$ cat src/rtl/tdcrp_pkg.sv
// ----------------------------------------------------------------------------
// TDC readout packet parser package
// Shared types and constants for the readout word deframer.
// ----------------------------------------------------------------------------
`default_nettype none

package tdcrp_pkg;

	// Default limit on words stored per packet, header included.
	localparam int MAX_WORDS_DEF = 64;

	// Enabled channel after reset: channel 24.
	localparam logic [4:0] CHAN_RESET = 5'd24;

	// Depth of the queue between the front and the back part.
	localparam int QUEUE_DEPTH = 2;
	localparam int QUEUE_PTR_W = $clog2(QUEUE_DEPTH);
	localparam int QUEUE_CNT_W = $clog2(QUEUE_DEPTH + 1);

	// Result kinds.
	localparam logic KIND_HIT     = 1'b0;
	localparam logic KIND_SUMMARY = 1'b1;

	// Summary status codes.
	localparam logic [1:0] STATUS_HITS  = 2'd0;
	localparam logic [1:0] STATUS_EMPTY = 2'd1;
	localparam logic [1:0] STATUS_SHORT = 2'd2;

	// Bit positions in check_flags.
	localparam int CHK_BAD_HEADER = 0;
	localparam int CHK_COUNT      = 1;
	localparam int CHK_EVENT      = 2;
	localparam int CHK_OVERFLOW   = 3;
	localparam int CHK_NON_MEAS   = 4;

	// Bit positions in the packet flags.
	localparam int PF_BAD_HEADER = 0;
	localparam int PF_OVERFLOW   = 1;
	localparam int PF_NON_MEAS   = 2;

	// Largest hit count a summary can report.
	localparam logic [6:0] HIT_COUNT_MAX = 7'd127;

	typedef enum logic [1:0] {
		CLS_ERROR   = 2'd0,
		CLS_TRAILER = 2'd1,
		CLS_DATA    = 2'd2
	} word_class_t;

	// One classified readout word as it travels through the queue.
	typedef struct packed {
		word_class_t cls;
		logic        is_meas;
		logic        hdr_ok;
		logic [31:0] word;
	} item_t;

endpackage

`default_nettype wire

$ cat src/rtl/tdcrp_front.sv
// ----------------------------------------------------------------------------
// TDC readout packet parser: front part
// Accepts readout words and sorts them into error, trailer and data words.
// ----------------------------------------------------------------------------
`default_nettype none

module tdcrp_front (
	input  wire logic             in_valid,
	input  wire logic [31:0]      data_word,
	output logic                  in_stall,
	input  wire logic             q_full,
	output logic                  q_push,
	output tdcrp_pkg::item_t      q_item
);

	assign in_stall = q_full;
	assign q_push   = in_valid && !q_full;

	// The error test takes precedence over the trailer test.
	always_comb begin
		q_item.word    = data_word;
		q_item.is_meas = data_word[29] && data_word[28];
		q_item.hdr_ok  = data_word[31] && data_word[29];
		if (data_word[30] && data_word[29]) begin
			q_item.cls = tdcrp_pkg::CLS_ERROR;
		end else if (data_word[31] && data_word[30]) begin
			q_item.cls = tdcrp_pkg::CLS_TRAILER;
		end else begin
			q_item.cls = tdcrp_pkg::CLS_DATA;
		end
	end

endmodule

`default_nettype wire

$ cat src/rtl/tdcrp_queue.sv
// ----------------------------------------------------------------------------
// TDC readout packet parser: item queue
// Short queue of classified words between the front and the back part.
// ----------------------------------------------------------------------------
`default_nettype none

module tdcrp_queue (
	input  wire logic             clk,
	input  wire logic             arst_n,
	input  wire logic             push,
	input  wire tdcrp_pkg::item_t push_item,
	output logic                  full,
	input  wire logic             pop,
	output logic                  not_empty,
	output tdcrp_pkg::item_t      head_item
);

	tdcrp_pkg::item_t                      mem_q [tdcrp_pkg::QUEUE_DEPTH];
	logic [tdcrp_pkg::QUEUE_PTR_W-1:0]     wr_ptr_q;
	logic [tdcrp_pkg::QUEUE_PTR_W-1:0]     rd_ptr_q;
	logic [tdcrp_pkg::QUEUE_CNT_W-1:0]     count_q;

	assign full      = (count_q == tdcrp_pkg::QUEUE_CNT_W'(tdcrp_pkg::QUEUE_DEPTH));
	assign not_empty = (count_q != '0);
	assign head_item = mem_q[rd_ptr_q];

	always_ff @(posedge clk) begin
		if (push) begin
			mem_q[wr_ptr_q] <= push_item;
		end
	end

	always_ff @(posedge clk or negedge arst_n) begin
		if (!arst_n) begin
			wr_ptr_q <= '0;
			rd_ptr_q <= '0;
			count_q  <= '0;
		end else begin
			if (push) begin
				wr_ptr_q <= wr_ptr_q + 1'b1;
			end
			if (pop) begin
				rd_ptr_q <= rd_ptr_q + 1'b1;
			end
			if (push && !pop) begin
				count_q <= count_q + 1'b1;
			end else if (pop && !push) begin
				count_q <= count_q - 1'b1;
			end
		end
	end

endmodule

`default_nettype wire

$ cat src/rtl/tdcrp_back.sv
// ----------------------------------------------------------------------------
// TDC readout packet parser: back part
// Keeps the packet state, builds hit results and packet summaries, and
// holds them in the output register until they are taken.
// ----------------------------------------------------------------------------
`default_nettype none

module tdcrp_back #(
	parameter int MAX_WORDS = tdcrp_pkg::MAX_WORDS_DEF
) (
	input  wire logic             clk,
	input  wire logic             arst_n,
	input  wire logic [4:0]       enabled_channel,
	input  wire logic             q_not_empty,
	input  wire tdcrp_pkg::item_t q_item,
	output logic                  q_pop,
	output logic                  out_valid,
	input  wire logic             out_stall,
	output logic                  kind,
	output logic [4:0]            channel,
	output logic                  edge_res,
	output logic                  hit_error,
	output logic [16:0]           hit_time,
	output logic                  channel_mismatch,
	output logic [11:0]           event_id,
	output logic [11:0]           bunch_id,
	output logic [13:0]           error_flags,
	output logic [6:0]            hit_count,
	output logic [1:0]            status,
	output logic [4:0]            check_flags
);

	localparam int WC_W  = $clog2(MAX_WORDS + 1);
	localparam int HIT_W = (WC_W > 7) ? WC_W : 7;
	localparam int CMP_W = ((WC_W > 12) ? WC_W : 12) + 2;

	// Packet state.
	logic [WC_W-1:0] word_count_q,   word_count_d;
	logic [13:0]     err_acc_q,      err_acc_d;
	logic [11:0]     hdr_event_q,    hdr_event_d;
	logic [11:0]     hdr_bunch_q,    hdr_bunch_d;
	logic [2:0]      pkt_flags_q,    pkt_flags_d;

	// Output register.
	logic        out_valid_q;
	logic        kind_q,   kind_d;
	logic [4:0]  chan_q,   chan_d;
	logic        edge_q,   edge_d;
	logic        herr_q,   herr_d;
	logic [16:0] time_q,   time_d;
	logic        mism_q,   mism_d;
	logic [11:0] evt_q,    evt_d;
	logic [11:0] bcid_q,   bcid_d;
	logic [13:0] errf_q,   errf_d;
	logic [6:0]  hits_q,   hits_d;
	logic [1:0]  stat_q,   stat_d;
	logic [4:0]  chk_q,    chk_d;
	logic        load;

	logic             out_free;
	logic [HIT_W-1:0] hits_raw;
	logic [CMP_W-1:0] count_expect;
	logic             count_bad;
	logic             no_header;

	assign out_free = !out_valid_q || !out_stall;
	assign q_pop    = q_not_empty && out_free;

	assign no_header = (word_count_q == '0);
	assign hits_raw  = HIT_W'(word_count_q) - HIT_W'(1);

	// The trailer count is compared against the stored words plus one, plus
	// one more for each error group that saw an error.
	assign count_expect = CMP_W'(word_count_q) + CMP_W'(1)
		+ CMP_W'(|err_acc_q[13:9]) + CMP_W'(|err_acc_q[8:0]);
	assign count_bad = (CMP_W'(q_item.word[11:0]) != count_expect);

	always_comb begin
		word_count_d = word_count_q;
		err_acc_d    = err_acc_q;
		hdr_event_d  = hdr_event_q;
		hdr_bunch_d  = hdr_bunch_q;
		pkt_flags_d  = pkt_flags_q;
		load         = 1'b0;
		kind_d       = tdcrp_pkg::KIND_HIT;
		chan_d       = '0;
		edge_d       = 1'b0;
		herr_d       = 1'b0;
		time_d       = '0;
		mism_d       = 1'b0;
		evt_d        = hdr_event_q;
		bcid_d       = hdr_bunch_q;
		errf_d       = '0;
		hits_d       = '0;
		stat_d       = tdcrp_pkg::STATUS_HITS;
		chk_d        = '0;
		if (q_pop) begin
			case (q_item.cls)
				tdcrp_pkg::CLS_ERROR: begin
					err_acc_d = err_acc_q | q_item.word[13:0];
				end
				tdcrp_pkg::CLS_TRAILER: begin
					load   = 1'b1;
					kind_d = tdcrp_pkg::KIND_SUMMARY;
					errf_d = err_acc_q;
					if (no_header) begin
						stat_d = tdcrp_pkg::STATUS_SHORT;
					end else begin
						if (hits_raw > HIT_W'(tdcrp_pkg::HIT_COUNT_MAX)) begin
							hits_d = tdcrp_pkg::HIT_COUNT_MAX;
						end else begin
							hits_d = hits_raw[6:0];
						end
						stat_d = (hits_raw == '0) ? tdcrp_pkg::STATUS_EMPTY
							: tdcrp_pkg::STATUS_HITS;
					end
					chk_d[tdcrp_pkg::CHK_BAD_HEADER] = no_header
						|| pkt_flags_q[tdcrp_pkg::PF_BAD_HEADER];
					chk_d[tdcrp_pkg::CHK_COUNT]    = count_bad;
					chk_d[tdcrp_pkg::CHK_EVENT]    = !no_header
						&& (q_item.word[23:12] != hdr_event_q);
					chk_d[tdcrp_pkg::CHK_OVERFLOW] = pkt_flags_q[tdcrp_pkg::PF_OVERFLOW];
					chk_d[tdcrp_pkg::CHK_NON_MEAS] = pkt_flags_q[tdcrp_pkg::PF_NON_MEAS];
					word_count_d = '0;
					err_acc_d    = '0;
					hdr_event_d  = '0;
					hdr_bunch_d  = '0;
					pkt_flags_d  = '0;
				end
				tdcrp_pkg::CLS_DATA: begin
					if (word_count_q >= WC_W'(MAX_WORDS)) begin
						pkt_flags_d[tdcrp_pkg::PF_OVERFLOW] = 1'b1;
					end else if (no_header) begin
						hdr_event_d  = q_item.word[23:12];
						hdr_bunch_d  = q_item.word[11:0];
						word_count_d = WC_W'(1);
						if (!q_item.hdr_ok) begin
							pkt_flags_d[tdcrp_pkg::PF_BAD_HEADER] = 1'b1;
						end
					end else begin
						word_count_d = word_count_q + WC_W'(1);
						if (q_item.is_meas) begin
							load   = 1'b1;
							chan_d = q_item.word[23:19];
							edge_d = q_item.word[18];
							herr_d = q_item.word[17];
							time_d = q_item.word[16:0];
							mism_d = (q_item.word[23:19] != enabled_channel);
						end else begin
							pkt_flags_d[tdcrp_pkg::PF_NON_MEAS] = 1'b1;
						end
					end
				end
				default: begin
				end
			endcase
		end
	end

	always_ff @(posedge clk or negedge arst_n) begin
		if (!arst_n) begin
			word_count_q <= '0;
			err_acc_q    <= '0;
			hdr_event_q  <= '0;
			hdr_bunch_q  <= '0;
			pkt_flags_q  <= '0;
			out_valid_q  <= 1'b0;
		end else begin
			word_count_q <= word_count_d;
			err_acc_q    <= err_acc_d;
			hdr_event_q  <= hdr_event_d;
			hdr_bunch_q  <= hdr_bunch_d;
			pkt_flags_q  <= pkt_flags_d;
			if (out_free) begin
				out_valid_q <= load;
			end
		end
	end

	always_ff @(posedge clk) begin
		if (load) begin
			kind_q <= kind_d;
			chan_q <= chan_d;
			edge_q <= edge_d;
			herr_q <= herr_d;
			time_q <= time_d;
			mism_q <= mism_d;
			evt_q  <= evt_d;
			bcid_q <= bcid_d;
			errf_q <= errf_d;
			hits_q <= hits_d;
			stat_q <= stat_d;
			chk_q  <= chk_d;
		end
	end

	assign out_valid        = out_valid_q;
	assign kind             = kind_q;
	assign channel          = chan_q;
	assign edge_res         = edge_q;
	assign hit_error        = herr_q;
	assign hit_time         = time_q;
	assign channel_mismatch = mism_q;
	assign event_id         = evt_q;
	assign bunch_id         = bcid_q;
	assign error_flags      = errf_q;
	assign hit_count        = hits_q;
	assign status           = stat_q;
	assign check_flags      = chk_q;

endmodule

`default_nettype wire

$ cat src/rtl/tdc_readout_packet_parser_unit.sv
// ----------------------------------------------------------------------------
// TDC readout packet parser
// Deframes TDC readout words into hit results and packet summaries.
// ----------------------------------------------------------------------------
// One 32-bit readout word enters per beat on data_word (in_valid/in_stall).
// Header and non-measurement words and error words give no result; each
// measurement word after the header, within MAX_WORDS, gives one hit result,
// and each trailer gives one packet summary (out_valid/out_stall, kind
// selects which). Each accepted word is first written into the two-entry
// word queue and is then loaded into the output register once that register
// is free; the result is held there until it is taken.
// The block takes one word per cycle as long as the output is not stalled;
// the back part sets the rate: one queued word a cycle while its output is free.
// While out_stall holds a result, the back part waits and the queue fills;
// in_stall rises once both queue entries are occupied.
// enabled_channel is to be written via cfg_write/cfg_data only while idle;
// the user must see to that, as the block itself enforces nothing. Reset
// clears the packet state, empties the queue and drops any pending result;
// the enabled channel returns to 24. No clearing pass is needed after reset.
// ----------------------------------------------------------------------------
`default_nettype none

module tdc_readout_packet_parser_unit #(
	parameter int MAX_WORDS = tdcrp_pkg::MAX_WORDS_DEF
) (
	input  wire logic        clk,
	input  wire logic        arst_n,
	input  wire logic        cfg_write,
	input  wire logic [4:0]  cfg_data,
	input  wire logic        in_valid,
	output logic             in_stall,
	input  wire logic [31:0] data_word,
	output logic             out_valid,
	input  wire logic        out_stall,
	output logic             kind,
	output logic [4:0]       channel,
	output logic             edge_res,
	output logic             hit_error,
	output logic [16:0]      hit_time,
	output logic             channel_mismatch,
	output logic [11:0]      event_id,
	output logic [11:0]      bunch_id,
	output logic [13:0]      error_flags,
	output logic [6:0]       hit_count,
	output logic [1:0]       status,
	output logic [4:0]       check_flags
);

	logic [4:0]       enabled_channel_q;
	logic             q_full;
	logic             q_push;
	logic             q_pop;
	logic             q_not_empty;
	tdcrp_pkg::item_t push_item;
	tdcrp_pkg::item_t head_item;

	always_ff @(posedge clk or negedge arst_n) begin
		if (!arst_n) begin
			enabled_channel_q <= tdcrp_pkg::CHAN_RESET;
		end else if (cfg_write) begin
			enabled_channel_q <= cfg_data;
		end
	end

	tdcrp_front u_front (
		.in_valid  (in_valid),
		.data_word (data_word),
		.in_stall  (in_stall),
		.q_full    (q_full),
		.q_push    (q_push),
		.q_item    (push_item)
	);

	tdcrp_queue u_queue (
		.clk       (clk),
		.arst_n    (arst_n),
		.push      (q_push),
		.push_item (push_item),
		.full      (q_full),
		.pop       (q_pop),
		.not_empty (q_not_empty),
		.head_item (head_item)
	);

	tdcrp_back #(
		.MAX_WORDS (MAX_WORDS)
	) u_back (
		.clk              (clk),
		.arst_n           (arst_n),
		.enabled_channel  (enabled_channel_q),
		.q_not_empty      (q_not_empty),
		.q_item           (head_item),
		.q_pop            (q_pop),
		.out_valid        (out_valid),
		.out_stall        (out_stall),
		.kind             (kind),
		.channel          (channel),
		.edge_res         (edge_res),
		.hit_error        (hit_error),
		.hit_time         (hit_time),
		.channel_mismatch (channel_mismatch),
		.event_id         (event_id),
		.bunch_id         (bunch_id),
		.error_flags      (error_flags),
		.hit_count        (hit_count),
		.status           (status),
		.check_flags      (check_flags)
	);

endmodule

`default_nettype wire
$ cat config.mk
export PLATFORM = sky130hd
export DESIGN_NAME = tdc_readout_packet_parser_unit
export DESIGN_NICKNAME = d
export VERILOG_FILES = /design/src/rtl/tdcrp_pkg.sv /design/src/rtl/tdcrp_front.sv /design/src/rtl/tdcrp_queue.sv /design/src/rtl/tdcrp_back.sv /design/src/rtl/tdc_readout_packet_parser_unit.sv
export SDC_FILE = /design/constraint.sdc
export NUM_CORES = 1
export LEC_CHECK = 0
export ABC_AREA = 1
export BUFFER_PORTS_ARGS = -buffer_cell sky130_fd_sc_hd__buf_2
export CAP_MARGIN = 10
export CORE_MARGIN = 2
export CORE_UTILIZATION = 40
export DETAILED_ROUTE_END_ITERATION = 6
export PLACE_DENSITY = 0.56
export SLEW_MARGIN = 20
export SYNTH_ARGS = -nofsm -noshare
export SYNTH_HDL_FRONTEND = slang
export SYNTH_SLANG_ARGS = --single-unit
$ cat constraint.sdc
create_clock -name clk -period 5.46 [get_ports clk]
set_clock_uncertainty 0.2 [all_clocks]
set_input_delay 0.273 -clock clk [delete_from_list [all_inputs] [get_ports clk]]
set_output_delay 0.273 -clock clk [all_outputs]
set_load 0.005 [all_outputs]
==> results of run 1 <==
-- flip-flops by register name (all words and copies together) (netlist names) --
name                     cells
u_back.check_flags           5
u_back.evt_d                12
u_back.word_count_q          7
u_back.edge_res              1
u_back.err_acc_q            14
u_back.channel               5
u_back.status                2
enabled_channel_q            5
u_back.out_valid             1
u_back.hit_error             1
u_back.kind                  1
u_back.hit_time             17
u_back.bcid_d               12
u_back.hit_count             7
u_back.event_id             12
u_back.error_flags          14
u_queue.rd_ptr_q             1
u_back.pkt_flags_q           3
u_queue.mem_q               56
u_queue.wr_ptr_q             1
u_back.bunch_id             12
u_back.channel_mismatch      1
u_queue.count_q              2
-- layer usage --
layer | GRT usage [%] | wire (µm)
met4 | 5.68 | 324
met5 | 0 | 0
met1 | 23.5 | 8360
met2 | 27.6 | 8380
met3 | 3.76 | 738
-- area by class of cell --
cell class                      instances  share of cell area [%]
Clock buffer                           19                    4.32
Clock inverter                         13                    1.60
Inverter                              100                    3.82
Tap cell                              270                    3.37
Sequential cell                       192                    54.7
Multi-Input combinational cell        399                    21.3
Timing Repair Buffer                  169                    10.9
-- critical path, cell delays in order, from the launching register on --
cell                      delay [ns]
sky130_fd_sc_hd__dfrtp_1        0.42
sky130_fd_sc_hd__buf_4          0.42
sky130_fd_sc_hd__o21ai_2        0.14
sky130_fd_sc_hd__inv_2          0.11
sky130_fd_sc_hd__ha_1           0.15
sky130_fd_sc_hd__buf_4          0.37
sky130_fd_sc_hd__o21a_1         0.18
sky130_fd_sc_hd__o21ai_1        0.08
sky130_fd_sc_hd__nor2_2         0.12
sky130_fd_sc_hd__nand3_2        0.10
sky130_fd_sc_hd__a21oi_4        0.12
sky130_fd_sc_hd__buf_4          0.79
-- metrics by stage --
stage	total power, mW	cells	instance area [µm²]	setup WS, ns	hold slack, ns
after floorplan	3.43	714	8150	0.614	-0.223
after global placement	3.92	1086	8970	1.80	0.229
after detailed placement	3.94	1086	8970	1.76	0.231
after CTS	5.24	1161	10000	1.75	0.134
after global routing	5.56	1162	10000	1.50	0.182
final	5.21	1162	10000	1.80	0.151
-- report_power, final --
part	leakage, nW	internal, mW	switching, mW
clock	0.290	0.723	0.542
combinational	2.00	0.547	1.19
sequential	1.98	2.07	0.140
-- layout by cell type (no fill, tap or decap), types with 2 or more instances in the layout --
| cell type | synthesis | final |
|---|---|---|
| sky130_fd_sc_hd__xor2_1 | 19 | 19 |
| sky130_fd_sc_hd__clkinv_4 | 0 | 2 |
| sky130_fd_sc_hd__o21ai_1 | 10 | 10 |
| sky130_fd_sc_hd__a21oi_1 | 25 | 25 |
| sky130_fd_sc_hd__dfrtp_1 | 56 | 56 |
| sky130_fd_sc_hd__nor2_1 | 74 | 72 |
| sky130_fd_sc_hd__o22ai_1 | 6 | 6 |
| sky130_fd_sc_hd__ha_1 | 8 | 8 |
| sky130_fd_sc_hd__buf_2 | 7 | 117 |
| sky130_fd_sc_hd__nand4_1 | 5 | 5 |
| sky130_fd_sc_hd__nor3_1 | 6 | 6 |
| sky130_fd_sc_hd__nor2_2 | 2 | 4 |
| sky130_fd_sc_hd__o21ai_0 | 30 | 30 |
| sky130_fd_sc_hd__nand3_2 | 2 | 2 |
| sky130_fd_sc_hd__clkbuf_1 | 5 | 2 |
| sky130_fd_sc_hd__nand2_2 | 8 | 8 |
| sky130_fd_sc_hd__a21oi_4 | 1 | 2 |
| sky130_fd_sc_hd__nand3_1 | 43 | 43 |
| sky130_fd_sc_hd__mux2_2 | 3 | 3 |
| sky130_fd_sc_hd__clkbuf_16 | 0 | 17 |
| sky130_fd_sc_hd__inv_2 | 8 | 8 |
| sky130_fd_sc_hd__clkinv_2 | 0 | 3 |
| sky130_fd_sc_hd__bufinv_16 | 0 | 3 |
| sky130_fd_sc_hd__dlygate4sd3_1 | 0 | 43 |
| sky130_fd_sc_hd__inv_1 | 90 | 90 |
| sky130_fd_sc_hd__nand2_1 | 118 | 118 |
| sky130_fd_sc_hd__inv_6 | 1 | 4 |
| sky130_fd_sc_hd__xnor2_1 | 2 | 2 |
| sky130_fd_sc_hd__edfxtp_1 | 134 | 134 |
| sky130_fd_sc_hd__nand3b_1 | 9 | 9 |
| sky130_fd_sc_hd__or2_2 | 3 | 3 |
| sky130_fd_sc_hd__dfstp_2 | 2 | 2 |
| sky130_fd_sc_hd__nor2_4 | 3 | 3 |
| sky130_fd_sc_hd__o21ai_2 | 8 | 8 |
| sky130_fd_sc_hd__buf_4 | 2 | 8 |
| sky130_fd_sc_hd__mux2i_1 | 2 | 2 |
-- synth_stat cells, drive strengths merged --
library cell	count	area (µm²)
o21bai	1	7.51
nor2	79	324
nor4	1	6.26
nand3	45	235
mux2i	3	33.8
dfstp	2	52.6
nand2	127	504
a41oi	1	8.76
a21oi	27	150
fa	1	20.0
dfrtp	56	1400
nand3b	9	67.6
nand4	5	31.3
o21a	1	7.51
xnor2	2	17.5
buf	18	151
edfxtp	134	4020
xor2	19	166
ha	8	100
or2	4	25.0
o21ai	49	287
o211ai	1	7.51
clkbuf	5	18.8
mux2	3	33.8
nor3	7	46.3
o22ai	6	37.5
inv	100	383
-- worst max-delay path by stage --
| stage | endpoint | slack (ns) | cells past startpoint |
|---|---|---|---|
| 6_report | u_back.bunch_id[4] | 1.80 | 11 |
| 5_1_grt | u_back.bunch_id[9] | 1.50 | 11 |
| 4_1_cts | u_back.hit_count[1] | 1.75 | 11 |
| 3_5_place_dp | u_back.hit_count[0] | 1.76 | 11 |
| 3_3_place_gp | u_back.bunch_id[8] | 1.80 | 11 |
| 2_1_floorplan | u_back.bunch_id[0] | 0.61 | 12 |
-- logic make-up after synthesis --
family | count (synthesis) | synth area share (%)
fa+ha+maj | 9 | 1.47
flops | 192 | 67.2
simple gates | 277 | 15.2
xor+xnor | 21 | 2.26
mux | 6 | 0.829
buf+inv | 123 | 6.79
compound gates | 86 | 6.20
==> out/results.env, run 1 <==
RUN_STATUS='finished clean'
GRT_REMAINING_OVERFLOW=0
DRV.MAX_CAP_VIOLATION_COUNT=0
CRITICAL_PATH_ARRIVAL_NS=3.50
LAYOUT_MIN_CYCLE_TIME_NS=3.66
CRITICAL_PATH_REQUIRED_NS=5.30
ACHIEVABLE-FREQUENCY_GHz=0.273
DETAIL_ROUTE.VIAS_PER_CELL=4.64
WORSTSETUPSTARTPOINTTYPE='flip-flop'
YS_FF_LATCH=192
DIE_HEIGHT_UM=147
POSTSYNTHAREAPERCELL_UM2=11.4
AREA_OF_THE_DIE_UM2=21500
FLOORPLAN.INITIALDENSITY_PCT=40.5
WORST_MIN_DELAY_PATH_STARTPOINT='in_valid'
DETAILEDPLACEMENTHPWL_UM=11700
POST_SYNTH_CELL_TYPES=45
MULTI_INPUT_AREA_UM2=2130
FIRST_GLOBAL_VIAS=5398
MAXIMUM_NUMBER_OF_PINS_ON_ONE_NET_BEFORE_GLOBAL_ROUTE_REPAIR=80
GRT_SETUP_UNREPAIRED='no'
CRITICAL_PATH.MAX_FANOUT=79
SYN_AREA_UM2=8150
SETUP.WORST_PATH.END_CLASS='flip-flop'
SYNTH-SEQ-AREA-SHARE_PCT=67.2
IRDROPWORSTVDD_uV=386
NUM_ANTENNA_CELLS=0
CRIT_PATH_START='u_queue.rd_ptr_q'
CORE_UM2=20100
DESIGN.PORTCOUNT=122
H-TREE-DEPTH=4
ROUTE.FINAL.WIRE_LENGTH_UM=17800
AGGREGATE_NEGATIVE_SETUP_SLACK_NS=0
CLOCK-SINKS=192
DRIVE_ABOVE_1_SHARE_PCT=22.9
TRITONCTS.NUM_BUFFERS=17
WIRE_PER_INST_UM=15.3
QUANTITY_OF_HOLD_FIXING_BUFFERS_ADDED_AFTER_CTS=43
LEAKAGE_POWER_nW=4.28
HOLD_PATH_END='u_queue.wr_ptr_q'
CLK_BUF_DEPTH=2
YOSYS_WARNINGS=0
STD_CELL_ROWS=52
CTS_TREE='done'
RELSLEWSLACK_PCT=30.3
POSTSYNTHNETCOUNT=765
HOLDPATHSTAGES=5
DR_TOTAL_VIAS=5386
POSTSYNTHCELLCOUNT=714
NNETSFINAL=930
POST_CTS_RESIZED=0
LAYOUT.FILLER_CELLS=1816
ROUTE.DETAILED.DRC=0
CRIT_TYPE='reg -> reg'
HOLDCRITPATHCLASS='in -> reg'
SETUP-VIOLATIONS-FINAL=0
GRT_ANTENNA_BEFORE_REPAIR=0
FINAL_CORE_DENSITY_PCT=49.8
R2R.WORST_PATH.CELLS=11
REG2REG_TO='u_back.bunch_id[4]'
ROUTE.ANTENNA.REMAINING_NETS=0
GRT_UTIL_ALL_LAYERS_PCT=17.2
MAXSLEWVIOLCOUNT=0
CLKSLEWWORSTSETUPHOLDPATHS_NS=0.07
CTS-ROOT-BUF='sky130_fd_sc_hd__clkbuf_16'
SEQ_AREA_UM2=5480
POST-ROUTE-PERIOD-UTIL_PCT=67.0
DRT_PRE_ANTENNA_ITERS=5
GLOBALPLACE.CONGESTION=0.810
RRSETUPSLACK_NS=1.80
CTS_SETUP_BUFFERS=0
POWER.DENSITY_CELL_AREA_nW_PER_UM2=520
AREA.GROWTH.SYNTH_TO_FINAL_PCT=22.9
INSERTION_DELAY_NS=0.42
DIEWIDTH_UM=147
R2R_START='u_queue.rd_ptr_q'
GRT_PASS1_WL_UM=28300
FINAL-HOLD-VIOLATION-COUNT=0
DR.FIRST_ITER.DRC_COUNT=355
NUMPORTBUFFERS=117
TIGHTEST_SLEW_NS=1.05
Note: power is estimated with default switching activity, not from simulation.
==> run 2: changes to the inputs <==
- PLACE_DENSITY: 0.56 -> 0.59
- clock period: 5.46 -> 3 ns (I/O delays scaled with it)
==> out/results.env, run 2 (same netlist as run 1, synthesis figures left out) <==
STD_CELL_ROWS=52  # unchanged
LEAKAGE_POWER_nW=4.38  # +2.4%
LAYOUT.CELLS.MOST_COMMON='sky130_fd_sc_hd__edfxtp_1'
DIE_HEIGHT_UM=147  # unchanged
DRIVE_ABOVE_1_SHARE_PCT=24.3  # +1.5 points
TRITONCTS.NUM_BUFFERS=17  # unchanged
PWR-SHARE-COMB_PCT=33.6  # +0.3 points
GRT_UTIL_ALL_LAYERS_PCT=17.2  # about the same
MAXIMUM_NUMBER_OF_PINS_ON_ONE_NET_BEFORE_GLOBAL_ROUTE_REPAIR=55  # -31%
CORE_UM2=20100  # unchanged
ACHIEVABLE-FREQUENCY_GHz=0.383  # +40%
DRT_PRE_ANTENNA_ITERS=7  # +2
LAYOUT.FILLER_CELLS=1807  # -0.50%
HOLDCRITPATHCLASS='in -> reg'
PLACEMENT.CELL_AREA_UM2=9110  # +1.5%
POWER.INTERNAL_mW=6.46  # +94%
TIGHTEST_SLEW_NS=0.651  # -0.395 ns
SETUP.WORST_PATH.END_CLASS='flip-flop'
CLOCK-SINKS=192  # unchanged
FLOORPLAN.INITIALDENSITY_PCT=40.5  # unchanged
WIRE_PER_INST_UM=15.2  # -0.92%
GLOBALPLACE.CONGESTION=0.847  # +4.6%
RUN_STATUS='finished clean'
CLKSLEWWORSTSETUPHOLDPATHS_NS=0.07  # about the same
DR_TOTAL_VIAS=5520  # +2.5%
CTS_SETUP_BUFFERS=0  # unchanged
GRT_SETUP_UNREPAIRED='no'
MAXSLEWVIOLCOUNT=0  # unchanged
CTS_TREE='done'
DRV.MAX_CAP_VIOLATION_COUNT=0  # unchanged
DR.FIRST_ITER.DRC_COUNT=406  # +14%
AREA_OF_THE_DIE_UM2=21500  # unchanged
CRIT_TYPE='reg -> reg'
NUM_ANTENNA_CELLS=0  # unchanged
CRITICAL_PATH_ARRIVAL_NS=2.60  # -0.90 ns
CRITICAL_PATH.SLOWEST_CELL='sky130_fd_sc_hd__dfrtp_1'
GRT_ANTENNA_BEFORE_REPAIR=0  # unchanged
CLK_BUF_DEPTH=2  # unchanged
LAYOUT.CELLS.MOST_COMMON_LIST='134 x sky130_fd_sc_hd__edfxtp_1, 118 x sky130_fd_sc_hd__nand2_1, 117 x sky130_fd_sc_hd__buf_2'
NETSWITCHINGFRACTION_PCT=35.0  # -0.89 points
GRT_REMAINING_OVERFLOW=0  # unchanged
NNETSFINAL=942  # +1.3%
SEQ_POWER_SHARE_PCT=40.3  # -2.1 points
CRITICAL-PATH-TOP-CELL-BY-COUNT='sky130_fd_sc_hd__nand2_1'
POWER_FRAC_CLOCK_PCT=26.1  # +1.8 points
LAYOUT_MIN_CYCLE_TIME_NS=2.61  # -1.05 ns
CRITICAL_PATH_REQUIRED_NS=2.99  # -2.31 ns
LAYOUTNONFILLERINSTCOUNT=1174  # +1.0%
DETAILEDPLACEMENTHPWL_UM=12300  # +5.4%
DETAIL_ROUTE.VIAS_PER_CELL=4.70  # +1.4%
WORSTPATHCELLLIST='inv_1 -> nand4_1 -> nor3_1 -> fa_1 -> inv_1 -> ha_1 -> inv_1 -> nand2_1 -> nand2_1 -> nor2_1 -> nand2_1 -> nor2_1 -> nand2_1 -> nor2_1 -> nand3_1 -> nand2_1 -> inv_1'
FIRST_GLOBAL_VIAS=5239  # -2.9%
CRITICAL_PATH.MAX_FANOUT=3  # -96%
POST-ROUTE-PERIOD-UTIL_PCT=87.0  # +20 points
SETUP-VIOLATIONS-FINAL=0  # unchanged
IRDROPWORSTVDD_uV=638  # +65%
NUMPORTBUFFERS=117  # unchanged
PLACE.DETAILED.INSTANCES=1098  # +1.1%
WORSTSETUPSTARTPOINTTYPE='flip-flop'
GRT_PASS1_WL_UM=28100  # -0.66%
H-TREE-DEPTH=4  # unchanged
DIEWIDTH_UM=147  # unchanged
ROUTE.FINAL.WIRE_LENGTH_UM=17800  # +0.11%
POWER_SWITCHING_mW=3.48  # +86%
RELSLEWSLACK_PCT=56.6  # +26 points
LARGEST_REGISTER_FFS=56  # unchanged
INSERTION_DELAY_NS=0.44  # +0.02 ns
POWER.DENSITY_CELL_AREA_nW_PER_UM2=972  # +87%
WORST_PATH_LARGEST_CELL_DELAY_NS=0.36  # -0.43 ns
MAX_FLOP_REGISTER='u_queue.mem_q'
DESIGN_AREA_UM2=10200  # +2.1%
FINAL_CORE_DENSITY_PCT=50.9  # +1.1 points
CTS-ROOT-BUF='sky130_fd_sc_hd__clkbuf_16'
ROUTE.ANTENNA.REMAINING_NETS=0  # unchanged
DESIGN.PORTCOUNT=122  # unchanged
ROUTE.DETAILED.DRC=0  # unchanged
AREA.GROWTH.SYNTH_TO_FINAL_PCT=25.5
FINAL-HOLD-VIOLATION-COUNT=0  # unchanged
run 2: what timing repair did:
item / 4_1_cts / 5_1_grt
hold buffers: 44 / 0
endpoints found under the hold margin: 84 / 0
gates resized for setup: 0 / 0
run 2: path summary, 6_finish.rpt:
kind,slack (ns),end,start,depth (start not counted)
min reg2reg,0.25,u_back.bunch_id[11],u_back.bcid_d[11],0
min in group asynchronous,0.08,u_queue.rd_ptr_q,arst_n,2
min,0.009,u_queue.wr_ptr_q,in_valid,5
max,0.39,u_back.check_flags[1],u_back.err_acc_q[4],17
max in group asynchronous,1.71,u_back.word_count_q[1],arst_n,3
max reg2reg,0.39,u_back.check_flags[1],u_back.err_acc_q[4],17
run 2: worst max-delay path: cells and delay by family (launching register included):
kind	cells	cell delay, ns
adders and majority gates	2	0.53
and+or+nand+nor	11	1.04
DFF	1	0.36
buffers and inverters	4	0.24
run 2: metal layers:
metal  track usage [%]  vias up  wire length, µm
met5                 0        -                0
met4              5.78        0              302
met3              3.35       24              781
met2              26.7      132             8310
met1              24.5     2635             8430
li1                  -     2729                -
run 2: power groups by stage:
stage | registers (mW) | clock network [mW] | logic, mW
after CTS | 4.02 | 2.65 | 3.37
after detailed placement | 4.07 | 0 | 3.32
after global placement | 4.06 | 0 | 3.28
after floorplan | 4.08 | 0 | 2.20
after global routing | 4.09 | 2.75 | 3.74
final | 4.01 | 2.60 | 3.34
run 2: area by class of cell:
type | count | area (µm²) | share of cell area [%]
Multi-Input combinational cell | 399 | 2150 | 21.0
Tap cell | 270 | 338 | 3.30
Inverter | 100 | 383 | 3.74
Clock inverter | 14 | 249 | 2.43
Sequential cell | 192 | 5480 | 53.6
Timing Repair Buffer | 181 | 1200 | 11.7
Clock buffer | 18 | 429 | 4.20
run 2: stage by stage:
step	setup slack [ns]	TNS [ns]	power (mW)	hold slack (ns)
after floorplan	-0.664	-52.33	6.28	-0.346
after global placement	0.409	0	7.34	0.0306
after detailed placement	0.385	0	7.39	0.0340
after CTS	0.371	0	10.0	0.00915
after global routing	0.108	0	10.6	0.0643
final	0.391	0	9.94	0.00858
==> run 3: changes to the inputs <==
- BUFFER_PORTS_ARGS: -buffer_cell sky130_fd_sc_hd__buf_2 -> -buffer_cell sky130_fd_sc_hd__buf_4
==> out/results.env, run 3 (same netlist as run 1, synthesis figures left out) <==
LEAKAGE_POWER_nW=4.43  # +1.1%
DRT_PRE_ANTENNA_ITERS=5  # -2
NUM_ANTENNA_CELLS=0  # unchanged
ROUTE.ANTENNA.REMAINING_NETS=0  # unchanged
SEQ_AREA_UM2=5480  # unchanged
RUN_STATUS='finished clean'
ACHIEVABLE-FREQUENCY_GHz=0.376  # -2.0%
R2R_START='u_back.err_acc_q[2]'
ROUTE.FINAL.WIRE_LENGTH_UM=17500  # -1.6%
SETUP.WORST_PATH.END_CLASS='flip-flop'
LAYOUT.CELLS.MOST_COMMON_LIST='134 x sky130_fd_sc_hd__edfxtp_1, 132 x sky130_fd_sc_hd__buf_4, 118 x sky130_fd_sc_hd__nand2_1'
DIEWIDTH_UM=147  # unchanged
SEQ_POWER_SHARE_PCT=40.8  # +0.5 points
NNETSFINAL=939  # -0.32%
CLK_BUF_DEPTH=2  # unchanged
MULTI_INPUT_AREA_UM2=2150  # unchanged
RRSETUPSLACK_NS=0.34  # -0.05 ns
CORE_UM2=20100  # unchanged
LAYOUT.FILLER_CELLS=1808  # +0.055%
POWER.DENSITY_CELL_AREA_nW_PER_UM2=946  # -2.7%
ROUTE.DETAILED.DRC=0  # unchanged
GRT_UTIL_ALL_LAYERS_PCT=17.0  # -0.20 points
R2R.WORST_PATH.CELLS=17  # unchanged
WORSTSETUPSTARTPOINTTYPE='flip-flop'
STD_CELL_ROWS=52  # unchanged
CRITICAL_PATH_REQUIRED_NS=2.99  # about the same
GRT_SETUP_UNREPAIRED='no'
AGGREGATE_NEGATIVE_SETUP_SLACK_NS=0  # unchanged
TIGHTEST_SLEW_NS=0.819  # +0.168 ns
DETAILEDPLACEMENTHPWL_UM=12100  # -1.5%
CLKSLEWWORSTSETUPHOLDPATHS_NS=0.07  # about the same
POST_CTS_RESIZED=0  # unchanged
FIRST_GLOBAL_VIAS=5251  # +0.23%
DRV.MAX_CAP_VIOLATION_COUNT=0  # unchanged
LAYOUT.CELLS.MOST_COMMON='sky130_fd_sc_hd__edfxtp_1'
GRT_REMAINING_OVERFLOW=0  # unchanged
CRITICAL_PATH.MAX_FANOUT=3  # unchanged
GLOBALPLACE.CONGESTION=0.822  # -3.0%
DRIVE_ABOVE_1_SHARE_PCT=23.8  # -0.58 points
HOLDCRITPATHCLASS='in -> async'
LARGEST_REGISTER_FFS=56  # unchanged
SETUP-VIOLATIONS-FINAL=0  # unchanged
H-TREE-DEPTH=4  # unchanged
TRITONCTS.NUM_BUFFERS=17  # unchanged
FINAL-HOLD-VIOLATION-COUNT=0  # unchanged
DETAIL_ROUTE.VIAS_PER_CELL=4.62  # -1.7%
CTS_TREE='done'
NETSWITCHINGFRACTION_PCT=34.9  # -0.13 points
POWER_FRAC_CLOCK_PCT=24.1  # -2.0 points
INSERTION_DELAY_NS=0.43  # about the same
POST-ROUTE-PERIOD-UTIL_PCT=88.7  # +1.8 points
RELSLEWSLACK_PCT=45.4  # -11 points
MAXIMUM_NUMBER_OF_PINS_ON_ONE_NET_BEFORE_GLOBAL_ROUTE_REPAIR=59  # +7.3%
REG2REG_TO='u_back.check_flags[1]'
DIE_HEIGHT_UM=147  # unchanged
CLOCK-SINKS=192  # unchanged
CTS-ROOT-BUF='sky130_fd_sc_hd__clkbuf_16'
MAX_FLOP_REGISTER='u_queue.mem_q'
DR.FIRST_ITER.DRC_COUNT=284  # -30%
CRIT_TYPE='reg -> reg'
WIRE_PER_INST_UM=15.0  # -1.3%
CRITICAL_PATH_ARRIVAL_NS=2.66  # +0.06 ns
IRDROPWORSTVDD_uV=593  # -7.1%
LAYOUT_MIN_CYCLE_TIME_NS=2.66  # +0.0527 ns
PWR-SHARE-COMB_PCT=35.1  # +1.5 points
FLOORPLAN.INITIALDENSITY_PCT=40.5  # unchanged
CRIT_PATH_START='u_back.err_acc_q[2]'
GRT_PASS1_WL_UM=27900  # -0.59%
AREA_OF_THE_DIE_UM2=21500  # unchanged
POWER_SWITCHING_mW=3.44  # -1.1%
AREA.GROWTH.SYNTH_TO_FINAL_PCT=28.1
MAXSLEWVIOLCOUNT=0  # unchanged
DESIGN.PORTCOUNT=122  # unchanged
DR_TOTAL_VIAS=5413  # -1.9%
NUMPORTBUFFERS=117  # unchanged
POWER.INTERNAL_mW=6.43  # -0.55%
TOTAL_POWER_mW=9.87  # -0.75%
GRT_ANTENNA_BEFORE_REPAIR=0  # unchanged
[run 3: changes by cell type in the layout (fill, tap and decap cells not counted)]
cell                         delta
sky130_fd_sc_hd__buf_2        -117
sky130_fd_sc_hd__buf_4        +114
sky130_fd_sc_hd__bufinv_16      -2
sky130_fd_sc_hd__clkinv_1       +3
sky130_fd_sc_hd__clkinvlp_4     +2
sky130_fd_sc_hd__inv_6          -2
sky130_fd_sc_hd__inv_8          -1
[run 3: repair_timing]
action / CTS / global route
hold endpoints to repair: 120 / 0
hold buffers: 44 / 0
setup buffers: 0 / 0
setup endpoints to repair: 0 / 0
[run 3: power by group through the flow]
stage / logic, mW / clock network [mW] / registers [mW]
2_1_floorplan: 2.20 / 0 / 4.08
3_3_place_gp: 3.42 / 0 / 4.08
3_5_place_dp: 3.47 / 0 / 4.09
4_1_cts: 3.53 / 2.42 / 4.04
5_1_grt: 3.90 / 2.51 / 4.10
6_report: 3.47 / 2.37 / 4.03
[run 3: layout make-up]
| type | instances | share of cell area, % |
|---|---|---|
| clock inverters | 14 | 1.79 |
| flip-flops and latches | 192 | 52.5 |
| inverters | 100 | 3.67 |
| multi-input cells | 399 | 20.6 |
| clock buffers | 18 | 4.11 |
| well taps | 270 | 3.24 |
| repair buffers | 178 | 14.1 |
[run 3: metal layers]
metal,track usage [%],wire length (µm),vias up
li1,-,-,2723
met4,6.84,367,0
met2,26.9,8220,141
met1,23.4,8150,2524
met3,3.11,798,25
met5,0,0,-
[run 3: critical path, stage by stage (launching register included)]
cell and delay (ns):
sky130_fd_sc_hd__dfrtp_1 0.38, sky130_fd_sc_hd__inv_1 0.09, sky130_fd_sc_hd__nand4_1 0.12, sky130_fd_sc_hd__nor3_1 0.28, sky130_fd_sc_hd__fa_1 0.25, sky130_fd_sc_hd__inv_1 0.08
sky130_fd_sc_hd__ha_1 0.31, sky130_fd_sc_hd__inv_1 0.04, sky130_fd_sc_hd__nand2_1 0.05, sky130_fd_sc_hd__nand2_1 0.05, sky130_fd_sc_hd__nor2_1 0.09, sky130_fd_sc_hd__nand2_1 0.05
sky130_fd_sc_hd__nor2_1 0.08, sky130_fd_sc_hd__nand2_1 0.06, sky130_fd_sc_hd__nor2_1 0.08, sky130_fd_sc_hd__nand3_1 0.10, sky130_fd_sc_hd__nand2_1 0.07, sky130_fd_sc_hd__inv_1 0.03
[run 3: how the worst max path moves through the flow]
stage / to / slack, ns / depth (start not counted)
final: u_back.check_flags[1] / 0.34 / 17
after global routing: u_back.check_flags[1] / 0.09 / 16
after CTS: u_back.check_flags[1] / 0.33 / 17
after detailed placement: u_back.check_flags[1] / 0.34 / 17
after global placement: u_back.check_flags[1] / 0.41 / 11
after floorplan: u_back.bunch_id[0] / -0.66 / 12
[run 3: stage by stage]
stage / hold slack (ns) / setup WS [ns] / cell area, µm² / util [%] / cells
2_1_floorplan: -0.346 / -0.664 / 8190 / - / 714
3_3_place_gp: 0.101 / 0.408 / 9380 / 46.7 / 1095
3_5_place_dp: 0.0856 / 0.344 / 9380 / 46.7 / 1095
4_1_cts: 0.166 / 0.332 / 10400 / 51.9 / 1171
5_1_grt: 0.210 / 0.0908 / 10400 / 51.9 / 1171
6_report: 0.158 / 0.338 / 10400 / 51.9 / 1171
